**src/hw/rtl/linconv_pkg.sv**
```systemverilog
`default_nettype none
package linconv_pkg;

    // Kernel length and datapath widths.
    localparam int MAX_TAPS = 16;
    localparam int DATA_W   = 16;
    localparam int PROD_W   = 2 * DATA_W;
    localparam int ACC_W    = 40;
    localparam int CNT_W    = $clog2(MAX_TAPS + 1);
    localparam int STAT_W   = 2;

    // Input item kinds.
    localparam logic MODE_TAP    = 1'b0;
    localparam logic MODE_SAMPLE = 1'b1;

    // Result status codes.
    localparam logic [STAT_W-1:0] STAT_OK      = 2'd0;
    localparam logic [STAT_W-1:0] STAT_NO_KERN = 2'd1;
    localparam logic [STAT_W-1:0] STAT_TOO_LONG = 2'd2;

    // Controls broadcast to every cell of the chain.
    typedef struct packed {
        logic                     step;
        logic                     clear;
        logic signed [DATA_W-1:0] value;
    } t_cell_ctl;

endpackage
`default_nettype wire

```
**src/hw/rtl/linconv_cell.sv**
```systemverilog
`default_nettype none
// One tap of the transposed-form filter: holds a coefficient and a partial sum.
module linconv_cell (
    input  logic                                i_clk,
    input  logic                                i_rst_n,
    input  linconv_pkg::t_cell_ctl              i_ctl,
    input  logic                                i_load,
    input  logic                                i_active,
    input  logic                                i_nb_active,
    input  logic signed [linconv_pkg::ACC_W-1:0] i_nb_sum,
    output logic signed [linconv_pkg::ACC_W-1:0] o_sum
);
    import linconv_pkg::*;

    logic signed [DATA_W-1:0] r_tap;
    logic signed [ACC_W-1:0]  r_ps;
    logic signed [ACC_W-1:0]  n_ps;
    logic signed [PROD_W-1:0] w_prod;

    // Coefficient storage, written once per kernel load.
    always_ff @(posedge i_clk) begin
        if (i_load) begin
            r_tap <= i_ctl.value;
        end
    end

    // Product of the broadcast sample with this tap; unused taps add nothing.
    assign w_prod = i_ctl.value * r_tap;
    assign o_sum  = i_active ? (r_ps + ACC_W'(w_prod)) : r_ps;

    // Partial sum takes the neighbor's sum on each step and empties past the kernel end.
    always_comb begin
        n_ps = r_ps;
        if (i_ctl.clear) begin
            n_ps = '0;
        end else if (i_ctl.step) begin
            n_ps = i_nb_active ? i_nb_sum : '0;
        end
    end

    always_ff @(posedge i_clk) begin
        if (!i_rst_n) begin
            r_ps <= '0;
        end else begin
            r_ps <= n_ps;
        end
    end

endmodule
`default_nettype wire

```
**config.mk**
```make
export PLATFORM = sky130hd
export DESIGN_NAME = linconv_cell
export DESIGN_NICKNAME = d
export VERILOG_FILES = /design/src/hw/rtl/linconv_pkg.sv /design/src/hw/rtl/linconv_cell.sv
export SDC_FILE = /design/constraint.sdc
export NUM_CORES = 1
export LEC_CHECK = 0
export BUFFER_PORTS_ARGS = -buffer_cell sky130_fd_sc_hd__clkbuf_2
export CORE_MARGIN = 5
export CORE_UTILIZATION = 39
export CTS_BUF_LIST = sky130_fd_sc_hd__clkbuf_2
export DETAILED_ROUTE_END_ITERATION = 12
export HOLD_SLACK_MARGIN = 0.1
export PLACE_DENSITY_LB_ADDON = 0.25
export SLEW_MARGIN = 10
export SYNTH_ARGS = -nofsm -noshare
export SYNTH_HDL_FRONTEND = slang
export SYNTH_SLANG_ARGS = --single-unit
```
**constraint.sdc**
```tcl
create_clock -name i_clk -period 8.7 [get_ports i_clk]
set_clock_uncertainty 0.1 [all_clocks]
set_input_delay 0.435 -clock i_clk [delete_from_list [all_inputs] [get_ports i_clk]]
set_output_delay 0.435 -clock i_clk [all_outputs]
set_load 0.01 [all_outputs]
```
==> results of run 1 <==
## registers in the layout (all words and copies together), names as in the netlist
name   cells
r_tap     16
r_ps      40
## worst reg2reg max path: stages (launching register included)
cell and delay (ns):
dfxtp_1 0.46, nor2b_1 0.16, a21oi_1 0.15, nor2_1 0.05
## layout by cell type, fill, tap and decap left out, drive strengths merged, types with 7 or more instances in the layout
cell	n
buf	7
and2	114
a211oi	7
nand2	159
a21o	15
o21bai	7
a21oi	76
mux2	24
xor2	9
inv	418
nor2	78
fa	330
and3	7
nor2b	44
xnor2	23
ha	115
edfxtp	16
nand3	10
o21ai	17
o21a	10
dlygate4sd3	41
o211ai	7
dfxtp	40
clkbuf	107
## kinds of logic (layout without fill, tap and decap cells)
| logic type | after synthesis | after routing | synth area share |
|---|---|---|---|
| and+or+nand+nor | 440 | 440 | 0.145 |
| adders and majority gates | 445 | 445 | 0.537 |
| buffers and inverters | 474 | 575 | 0.120 |
| xor gates and xnor gates | 32 | 32 | 0.0187 |
| muxes | 24 | 24 | 0.0180 |
| other | 0 | 1 | 0 |
| AOI/OAI and AO/OA | 170 | 170 | 0.0754 |
| DFF | 56 | 56 | 0.0855 |
## per-layer routing
metal  routed length, µm  global-route usage
met4                 956              0.0518
met1               17500               0.267
met3                1480              0.0217
met2               18300               0.319
met5                   0                   0
## metrics by stage
stage                     utilization  setup WS [ns]  hold WS [ns]
after floorplan                     -           1.83         0.361
after global placement          0.422           1.17         0.430
after detailed placement        0.422           1.02         0.431
after CTS                       0.434          0.397         0.156
after global routing            0.435         0.0240         0.179
final                           0.435          0.506         0.228
## worst max-delay path by stage
stage / end / from / slack (ns)
after CTS: o_sum[39] / r_tap[1]$_DFFE_PP_ / 0.40
final: o_sum[37] / r_tap[7]$_DFFE_PP_ / 0.51
after detailed placement: o_sum[39] / i_ctl[15] / 1.02
after floorplan: o_sum[32] / i_ctl[15] / 1.83
after global placement: o_sum[39] / i_ctl[15] / 1.17
after global routing: o_sum[39] / r_tap[5]$_DFFE_PP_ / 0.02
## area by class of cell
class	instances	area (µm²)	share of cell area
antenna	1	2.50	0.000152
multi-input combinational	1111	11900	0.725
tap	511	639	0.0389
timing repair buffer	150	973	0.0593
inverter	417	1570	0.0954
clock inverter	3	27.5	0.00168
clock buffer	5	25.0	0.00152
sequential	56	1280	0.0780
## timing repair
action,in CTS,in global routing
endpoints found under the hold margin,40,0
hold buffers,41,0
endpoints found under the setup margin,0,1
setup buffers,0,3
==> flow_metrics.env, run 1 <==
export IMPL_syn_inst=1641
export IMPL_grt_overflow_total=0
export IMPL_final_area_mm2=0.0164
export IMPL_startpoint_type="flip-flop"
export IMPL_yosysTopAreaCell="fa_1"
export IMPL_fillerInstances=3760
export IMPL_ys_flop_type="dfxtp_1"
export IMPL_min_path_type="in -> reg"
export IMPL_holdPathStages=1
export IMPL_grt_usage=0.191
export IMPL_period_needed_ns=8.19
export IMPL_cts_resized=0
export IMPL_clkTransAtPathRegs_ns=0.38
export IMPL_dp_hpwl_um=32200
export IMPL_path_max_fanout=16
export IMPL_ys_top_cells_by_count="inv_1 (417), fa_1 (330), nand2_1 (158)"
export IMPL_synth_edf_count=16
export IMPL_synth_cell_types=66
export IMPL_routed_via_density=4.87
export IMPL_worst_path_buf_inv=6
export IMPL_r2r_end="r_ps[22]$_SDFFE_PP0P_"
export IMPL_arrival_ns=7.66
export IMPL_hp_start="i_ctl[15]"
export IMPL_rows=71
export IMPL_r2r_start="r_ps[22]$_SDFFE_PP0P_"
export IMPL_final_nets=2249
export IMPL_num_vias=11000
export IMPL_status="finished clean"
export IMPL_synth_most_common_cell="inv_1"
export IMPL_final_setup_viol_count=0
export IMPL_cpMostUsedCell="fa_1"
export IMPL_seq_area_frac_synth=0.0855
export IMPL_synth_avg_cell_area_um2=9.13
export IMPL_cp_slowest_stage_delay_ns=0.92
export IMPL_ys_ff_latch=56
export IMPL_cp_depth=23
export IMPL_hold_viol_final=0
export IMPL_grt_antenna_before_repair=1
export IMPL_clockRootBuffer="clkbuf_2"
export IMPL_end_kind="output pin"
export IMPL_fp_dieH_um=206
export IMPL_drv_slew=0
export IMPL_cts_tree="yes"
export IMPL_synth_area_leaders="fa_1 (44%), inv_1 (10%), ha_1 (9.6%), dfxtp_1 (5.3%), and2_1 (4.8%)"
export IMPL_netlist_area_leader_share=0.441
export IMPL_relSlewSlack=0.356
export IMPL_worst_ep_required_time_ns=8.17
export IMPL_reg2regPathDepth=3
export IMPL_ys_warn_count=0
export IMPL_stdcell_count=2254
export IMPL_clock_fmax_mhz=122
export IMPL_initial_core_util=0.397
export IMPL_syn_nets=2149
export IMPL_grt_max_degree=49
export IMPL_grt_pass1_wl_um=64400
export IMPL_min_to="r_tap[15]$_DFFE_PP_"
export IMPL_r2r_slack_ns=7.70
export IMPL_synthesis_area_mm2=0.0150
export IMPL_gp_congestion=0.876
export IMPL_crit_family="adder cells"
export IMPL_die_w_um=206
export IMPL_clockBufferDepth=2
export IMPL_core_area_mm2=0.0378
export IMPL_cts_buffers=5
export IMPL_drc_errors=0
export IMPL_die_area_mm2=0.0424
export IMPL_critical_path_class="reg -> out"
export IMPL_cts_max_level=2
export IMPL_cts_sinks=56
export IMPL_portBuffers=102
export IMPL_period_share=0.942
export IMPL_drt_iter0_drc=571
export IMPL_drt_total_wl_um=38300
export IMPL_first_pass_iters=6
export IMPL_dp_cells=2201
export IMPL_synthArstFlopShare=0
export IMPL_areaGrowthSynthToFinish_pct=9.55
export IMPL_placed_cell_area_mm2=0.0159
export IMPL_cap_viol_max_count=0
export IMPL_drive_above_1_share=0.0930
export IMPL_wire_per_inst_um=17.0
export IMPL_first_global_vias=12200
export IMPL_rsz0062_at_grt="false"
export IMPL_worstMarginPinSlew_ns=0.966
export IMPL_slowest_stage="edfxtp_1"
export IMPL_clk_latency_ns=0.54
export IMPL_drtAntennaViolNets=0
export IMPL_ioPinCount=103
export IMPL_crit_chain="nand2_1 -> fa_1 -> inv_1 -> fa_1 -> inv_1 -> fa_1 -> inv_1 -> fa_1 -> fa_1 -> inv_1 -> fa_1 -> inv_1 -> ha_1 -> a21o_1 -> o21a_1 -> a311o_1 -> o31ai_2 -> a21oi_2 -> or3_1 -> a21oi_2 -> xor2_1 -> a21oi_1 -> clkbuf_2"
export IMPL_setup_tns_ns=0
Power of run 1 is not shown: default switching activity piles up to over one toggle a cycle in this logic, so the estimate is an artifact.
==> inputs of run 2 (changes only) <==
--- a/config.mk
+++ b/config.mk
@@ -11,7 +11,7 @@
 export CTS_BUF_LIST = sky130_fd_sc_hd__clkbuf_2
 export DETAILED_ROUTE_END_ITERATION = 12
 export HOLD_SLACK_MARGIN = 0.1
-export PLACE_DENSITY_LB_ADDON = 0.25
+export PLACE_DENSITY = 0.65
 export SLEW_MARGIN = 10
 export SYNTH_ARGS = -nofsm -noshare
 export SYNTH_HDL_FRONTEND = slang
==> constraint.sdc (replaced) <==
create_clock -name i_clk -period 8.6 [get_ports i_clk]
set_clock_uncertainty 0.1 [all_clocks]
set_input_delay 0.43 -clock i_clk [delete_from_list [all_inputs] [get_ports i_clk]]
set_output_delay 0.43 -clock i_clk [all_outputs]
set_load 0.01 [all_outputs]
==> run 2 against run 1 <==
  * Non-clock buffer count did not move
  * Register-to-register slack got worse by 0.09 ns
  * Routed wire length fell by 3.0%
  * Sequential cell count did not move
  * Critical path depth fell by 2
  * Worst hold slack improved by 0.063 ns
==> flow_metrics.env, run 2 (synthesis gave the netlist of run 1 again) <==
export IMPL_drt_iter0_drc=424
export IMPL_relSlewSlack=0.392
export IMPL_startpoint_type="flip-flop"
export IMPL_slowest_stage="edfxtp_1"
export IMPL_cp_slowest_stage_delay_ns=0.78
export IMPL_status="finished clean"
export IMPL_cts_max_level=2
export IMPL_grt_overflow_total=0
export IMPL_cts_tree="yes"
export IMPL_r2r_slack_ns=7.61
export IMPL_r2r_end="r_ps[22]$_SDFFE_PP0P_"
export IMPL_placed_cell_area_mm2=0.0159
export IMPL_path_max_fanout=16
export IMPL_clockRootBuffer="clkbuf_2"
export IMPL_cpMostUsedCell="fa_1"
export IMPL_cts_resized=0
export IMPL_drive_above_1_share=0.0930
export IMPL_fp_dieH_um=206
export IMPL_rsz0062_at_grt="false"
export IMPL_final_common_cell="inv_1"
export IMPL_period_needed_ns=8.10
export IMPL_cts_buffers=5
export IMPL_cp_depth=21
export IMPL_ioPinCount=103
export IMPL_worstMarginPinSlew_ns=0.911
export IMPL_arrival_ns=7.57
export IMPL_routed_via_density=4.89
export IMPL_crit_family="adder cells"
export IMPL_die_w_um=206
export IMPL_r2r_start="r_ps[22]$_SDFFE_PP0P_"
export IMPL_worst_ep_required_time_ns=8.07
export IMPL_fillerInstances=3697
export IMPL_die_area_mm2=0.0424
export IMPL_clkTransAtPathRegs_ns=0.31
export IMPL_critPathCapture="o_sum[32]"
export IMPL_wire_per_inst_um=16.5
export IMPL_final_setup_viol_count=0
export IMPL_critical_path_class="reg -> out"
export IMPL_rows=71
export IMPL_reg2regPathDepth=3
export IMPL_drt_total_wl_um=37100
export IMPL_drv_slew=0
export IMPL_regMostFlops="r_ps"
export IMPL_period_share=0.942
export IMPL_hold_viol_final=0
export IMPL_drc_errors=0
export IMPL_clockBufferDepth=2
export IMPL_num_vias=11000
export IMPL_grt_antenna_before_repair=2
export IMPL_layout_common_cells="inv_1 (417), fa_1 (330), nand2_1 (158)"
export IMPL_first_pass_iters=5
export IMPL_first_global_vias=12000
export IMPL_setup_tns_ns=0
export IMPL_final_area_mm2=0.0165
export IMPL_dp_hpwl_um=31200
export IMPL_largest_reg_flops=40
export IMPL_crit_chain="and2_1 -> fa_1 -> inv_1 -> fa_1 -> inv_1 -> fa_1 -> fa_1 -> fa_1 -> inv_1 -> fa_1 -> inv_1 -> ha_1 -> a21o_1 -> a21oi_1 -> nor3_1 -> or4_1 -> o211ai_2 -> a21boi_0 -> o21a_1 -> o311ai_0 -> clkbuf_2"
export IMPL_reg_top3="r_ps: 40 flops, r_tap: 16 flops"
export IMPL_grt_usage=0.184
export IMPL_grt_max_degree=49
export IMPL_cts_sinks=56
export IMPL_initial_core_util=0.397
export IMPL_core_area_mm2=0.0378
export IMPL_grt_pass1_wl_um=62700
export IMPL_drtAntennaViolNets=0
export IMPL_min_path_type="in -> reg"
export IMPL_final_nets=2249
export IMPL_gp_congestion=0.866
export IMPL_portBuffers=102
export IMPL_stdcell_count=2255
export IMPL_dp_cells=2202
export IMPL_clock_fmax_mhz=123
export IMPL_areaGrowthSynthToFinish_pct=9.80
export IMPL_clk_latency_ns=0.48
export IMPL_end_kind="output pin"
export IMPL_crit_start="r_tap[10]$_DFFE_PP_"
export IMPL_cap_viol_max_count=0
export IMPL_worst_path_buf_inv=5
-- run 2: changes by cell type in the layout (fill, tap and decap cells not counted) --
cell,delta
bufinv_8,-1
inv_4,-1
diode_2,+1
clkinv_1,-1
nand2b_1,+1
nand2b_2,-1
bufinv_16,+2
clkbuf_2,+1
-- run 2: how the worst min path moves through the flow --
stage	depth (start not counted)	slack, ns	to	startpoint
finish	1	0.29	r_tap[14]$_DFFE_PP_	i_ctl[14]
global route	1	0.25	r_tap[12]$_DFFE_PP_	i_load
CTS	1	0.25	r_tap[14]$_DFFE_PP_	i_ctl[14]
detailed placement	2	0.43	r_ps[10]$_SDFFE_PP0P_	r_ps[10]$_SDFFE_PP0P_
global placement	2	0.42	r_ps[10]$_SDFFE_PP0P_	r_ps[10]$_SDFFE_PP0P_
floorplan	2	0.36	r_ps[10]$_SDFFE_PP0P_	r_ps[10]$_SDFFE_PP0P_
-- run 2: layout make-up --
cell class                 count  area (µm²)  area share
clock buffer                   6        30.0     0.00183
inverter                     417        1570      0.0951
sequential                    56        1280      0.0779
tap                          511         639      0.0389
timing repair buffer         150         973      0.0592
clock inverter                 2        60.1     0.00365
antenna                        2        5.00    0.000304
multi-input combinational   1111       11900       0.723
-- run 2: repair_timing --
| item | 4_1_cts | 5_1_grt |
|---|---|---|
| hold endpoints to repair | 40 | 0 |
| buffers inserted | 0 | 2 |
| setup endpoints to repair | 0 | 1 |
| hold buffers | 41 | 0 |
-- run 2: worst register-to-register path, cell delays in order (launching register included) --
cell     delay (ns)
dfxtp_1        0.45
nor2b_1        0.16
a21oi_1        0.16
nor2_1         0.05
-- run 2: per-layer routing --
| metal | up-vias | GRT usage | wire length, µm |
|---|---|---|---|
| li1 | 5106 | - | - |
| met2 | 268 | 0.307 | 17700 |
| met4 | 0 | 0.0390 | 747 |
| met5 | - | 0 | 0 |
| met1 | 5610 | 0.258 | 16900 |
| met3 | 48 | 0.0248 | 1780 |
-- run 2: through the flow --
stage	setup WS, ns	utilization	hold WS (ns)
after floorplan	1.74	-	0.361
after global placement	1.12	0.422	0.419
after detailed placement	1.02	0.422	0.426
after CTS	0.439	0.435	0.246
after global routing	0.0482	0.436	0.253
final	0.500	0.436	0.291
Power of run 2 is left out for the same reason.
==> inputs of run 3 (changes only) <==
--- a/config.mk
+++ b/config.mk
@@ -6,9 +6,11 @@
 export NUM_CORES = 1
 export LEC_CHECK = 0
 export BUFFER_PORTS_ARGS = -buffer_cell sky130_fd_sc_hd__clkbuf_2
+export CORE_ASPECT_RATIO = 0.8
 export CORE_MARGIN = 5
 export CORE_UTILIZATION = 39
 export CTS_BUF_LIST = sky130_fd_sc_hd__clkbuf_2
+export CTS_CLUSTER_DIAMETER = 30
 export DETAILED_ROUTE_END_ITERATION = 12
 export HOLD_SLACK_MARGIN = 0.1
 export PLACE_DENSITY = 0.65
==> run 3 against run 2 <==
  * Worst hold slack got worse by 0.030 ns
  * Routed wire length is 3.9% higher
  * Final cell count fell by 0.53%
  * Maximum frequency down 0.58%
  * Utilization decreased by 0.46 points
  * Setup slack lost 0.047 ns
  * Sequential share of layout area hardly changed
  * Cell area decreased by 0.11%
  * Critical path depth rose by 2
  * First-iteration DRC count grew 29%
  * Critical endpoint is now o_sum[39]
  * Highest routed layer unchanged
==> flow_metrics.env, run 3 (synthesis gave the netlist of run 1 again) <==
export IMPL_status="finished clean"
export IMPL_cts_resized=0
export IMPL_routed_via_density=4.90
export IMPL_hold_viol_final=0
export IMPL_first_global_vias=12000
export IMPL_initial_core_util=0.393
export IMPL_r2r_start="r_ps[24]$_SDFFE_PP0P_"
export IMPL_stdcell_count=2243
export IMPL_period_share=0.947
export IMPL_seqCellArea_mm2=0.00128
export IMPL_drtAntennaViolNets=0
export IMPL_reg_top3="r_ps: 40 flops, r_tap: 16 flops"
export IMPL_worst_ep_required_time_ns=8.07
export IMPL_die_area_mm2=0.0425
export IMPL_final_util=0.431
export IMPL_drc_errors=0
export IMPL_dp_hpwl_um=31900
export IMPL_gp_congestion=0.966
export IMPL_final_setup_viol_count=0
export IMPL_grt_overflow_total=0
export IMPL_drive_above_1_share=0.0961
export IMPL_final_common_cell="inv_1"
export IMPL_clock_fmax_mhz=123
export IMPL_hp_start="i_ctl[11]"
export IMPL_largest_reg_flops=40
export IMPL_clockBufferDepth=2
export IMPL_crit_start="r_tap[4]$_DFFE_PP_"
export IMPL_layout_common_cells="inv_1 (417), fa_1 (330), nand2_1 (158)"
export IMPL_num_antenna_cells=0
export IMPL_min_path_type="in -> reg"
export IMPL_arrival_ns=7.62
export IMPL_drt_iter0_drc=547
export IMPL_drv_slew=0
export IMPL_period_needed_ns=8.15
export IMPL_end_kind="output pin"
export IMPL_worstMarginPinSlew_ns=0.928
export IMPL_startpoint_type="flip-flop"
export IMPL_final_nets=2255
export IMPL_cap_viol_max_count=0
export IMPL_ioPinCount=103
export IMPL_clkTransAtPathRegs_ns=0.38
export IMPL_rows=64
export IMPL_portBuffers=102
export IMPL_first_pass_iters=5
export IMPL_multi_input_comb_area_mm2=0.0119
export IMPL_cts_sinks=56
export IMPL_relSlewSlack=0.381
export IMPL_setup_tns_ns=0
export IMPL_die_w_um=229
export IMPL_regMostFlops="r_ps"
export IMPL_cts_tree="yes"
export IMPL_areaGrowthSynthToFinish_pct=9.69
export IMPL_grt_usage=0.188
export IMPL_drt_total_wl_um=38600
export IMPL_grt_pass1_wl_um=64400
export IMPL_rsz0062_at_grt="false"
export IMPL_path_max_fanout=16
export IMPL_wire_per_inst_um=17.2
export IMPL_core_area_mm2=0.0381
export IMPL_cts_max_level=2
export IMPL_clockRootBuffer="clkbuf_2"
export IMPL_grt_antenna_before_repair=0
export IMPL_critical_path_class="reg -> out"
export IMPL_fp_dieH_um=185
export IMPL_fillerInstances=3692
export IMPL_dp_cells=2189
export IMPL_grt_max_degree=49
export IMPL_cts_buffers=5
export IMPL_clk_latency_ns=0.56
export IMPL_num_vias=11000
[run 3: cell types whose count changed in the layout (fill, tap and decap cells not counted), sizes merged]
| cell | previous run | this run |
|---|---|---|
| clkinvlp | 0 | 1 |
| inv | 417 | 418 |
| buf | 7 | 13 |
| clkinv | 0 | 1 |
| clkbuf | 108 | 107 |
| diode | 2 | 0 |
| bufinv | 2 | 0 |
[run 3: through the flow]
step / hold WS [ns] / setup slack (ns) / instance area, µm²
final: 0.261 / 0.452 / 16400
after global routing: 0.223 / 0.0228 / 16400
after CTS: 0.226 / 0.398 / 16400
after detailed placement: 0.469 / 1.02 / 15900
after global placement: 0.464 / 1.09 / 15900
after floorplan: 0.361 / 1.74 / 15000
[run 3: path summary, 6_finish.rpt]
check | end | slack (ns) | depth (start not counted)
hold reg to reg | r_ps[10]$_SDFFE_PP0P_ | 0.48 | 2
setup / recovery | o_sum[39] | 0.45 | 23
setup reg to reg | r_ps[24]$_SDFFE_PP0P_ | 7.63 | 3
hold / removal | r_tap[11]$_DFFE_PP_ | 0.26 | 1
[run 3: routing by layer]
metal / GRT usage / wire length, µm / up-vias
met5: 0 / 0 / -
met1: 0.280 / 18400 / 5475
met4: 0.0315 / 565 / 0
met2: 0.294 / 16800 / 364
li1: - / - / 5112
met3: 0.0346 / 2800 / 39
[run 3: cell type report]
class	count	area share
clock buffers	5	0.00152
flip-flops and latches	56	0.0780
repair buffers	156	0.0620
clock inverters	3	0.00167
well taps	495	0.0377
multi-input cells	1111	0.724
inverters	417	0.0952
[run 3: worst max-delay path, stage by stage (launching register included)]
cell	delay [ns]
edfxtp_1	0.88
nand2_1	0.28
fa_1	0.58
inv_1	0.07
fa_1	0.48
inv_1	0.18
fa_1	0.54
inv_1	0.06
fa_1	0.51
fa_1	0.50
inv_1	0.05
fa_1	0.48
inv_1	0.04
ha_1	0.44
nand4_2	0.17
or3_1	0.38
a211oi_2	0.18
o31ai_2	0.11
a21oi_2	0.23
nor3_1	0.11
o41ai_2	0.37
xnor2_1	0.10
a21oi_1	0.15
clkbuf_2	0.15
[run 3: repair_timing]
item	4_1_cts	5_1_grt
setup buffers	0	5
hold buffers	41	0
endpoints found under the setup margin	0	1
endpoints found under the hold margin	40	0
Power of run 3 is left out for the same reason.
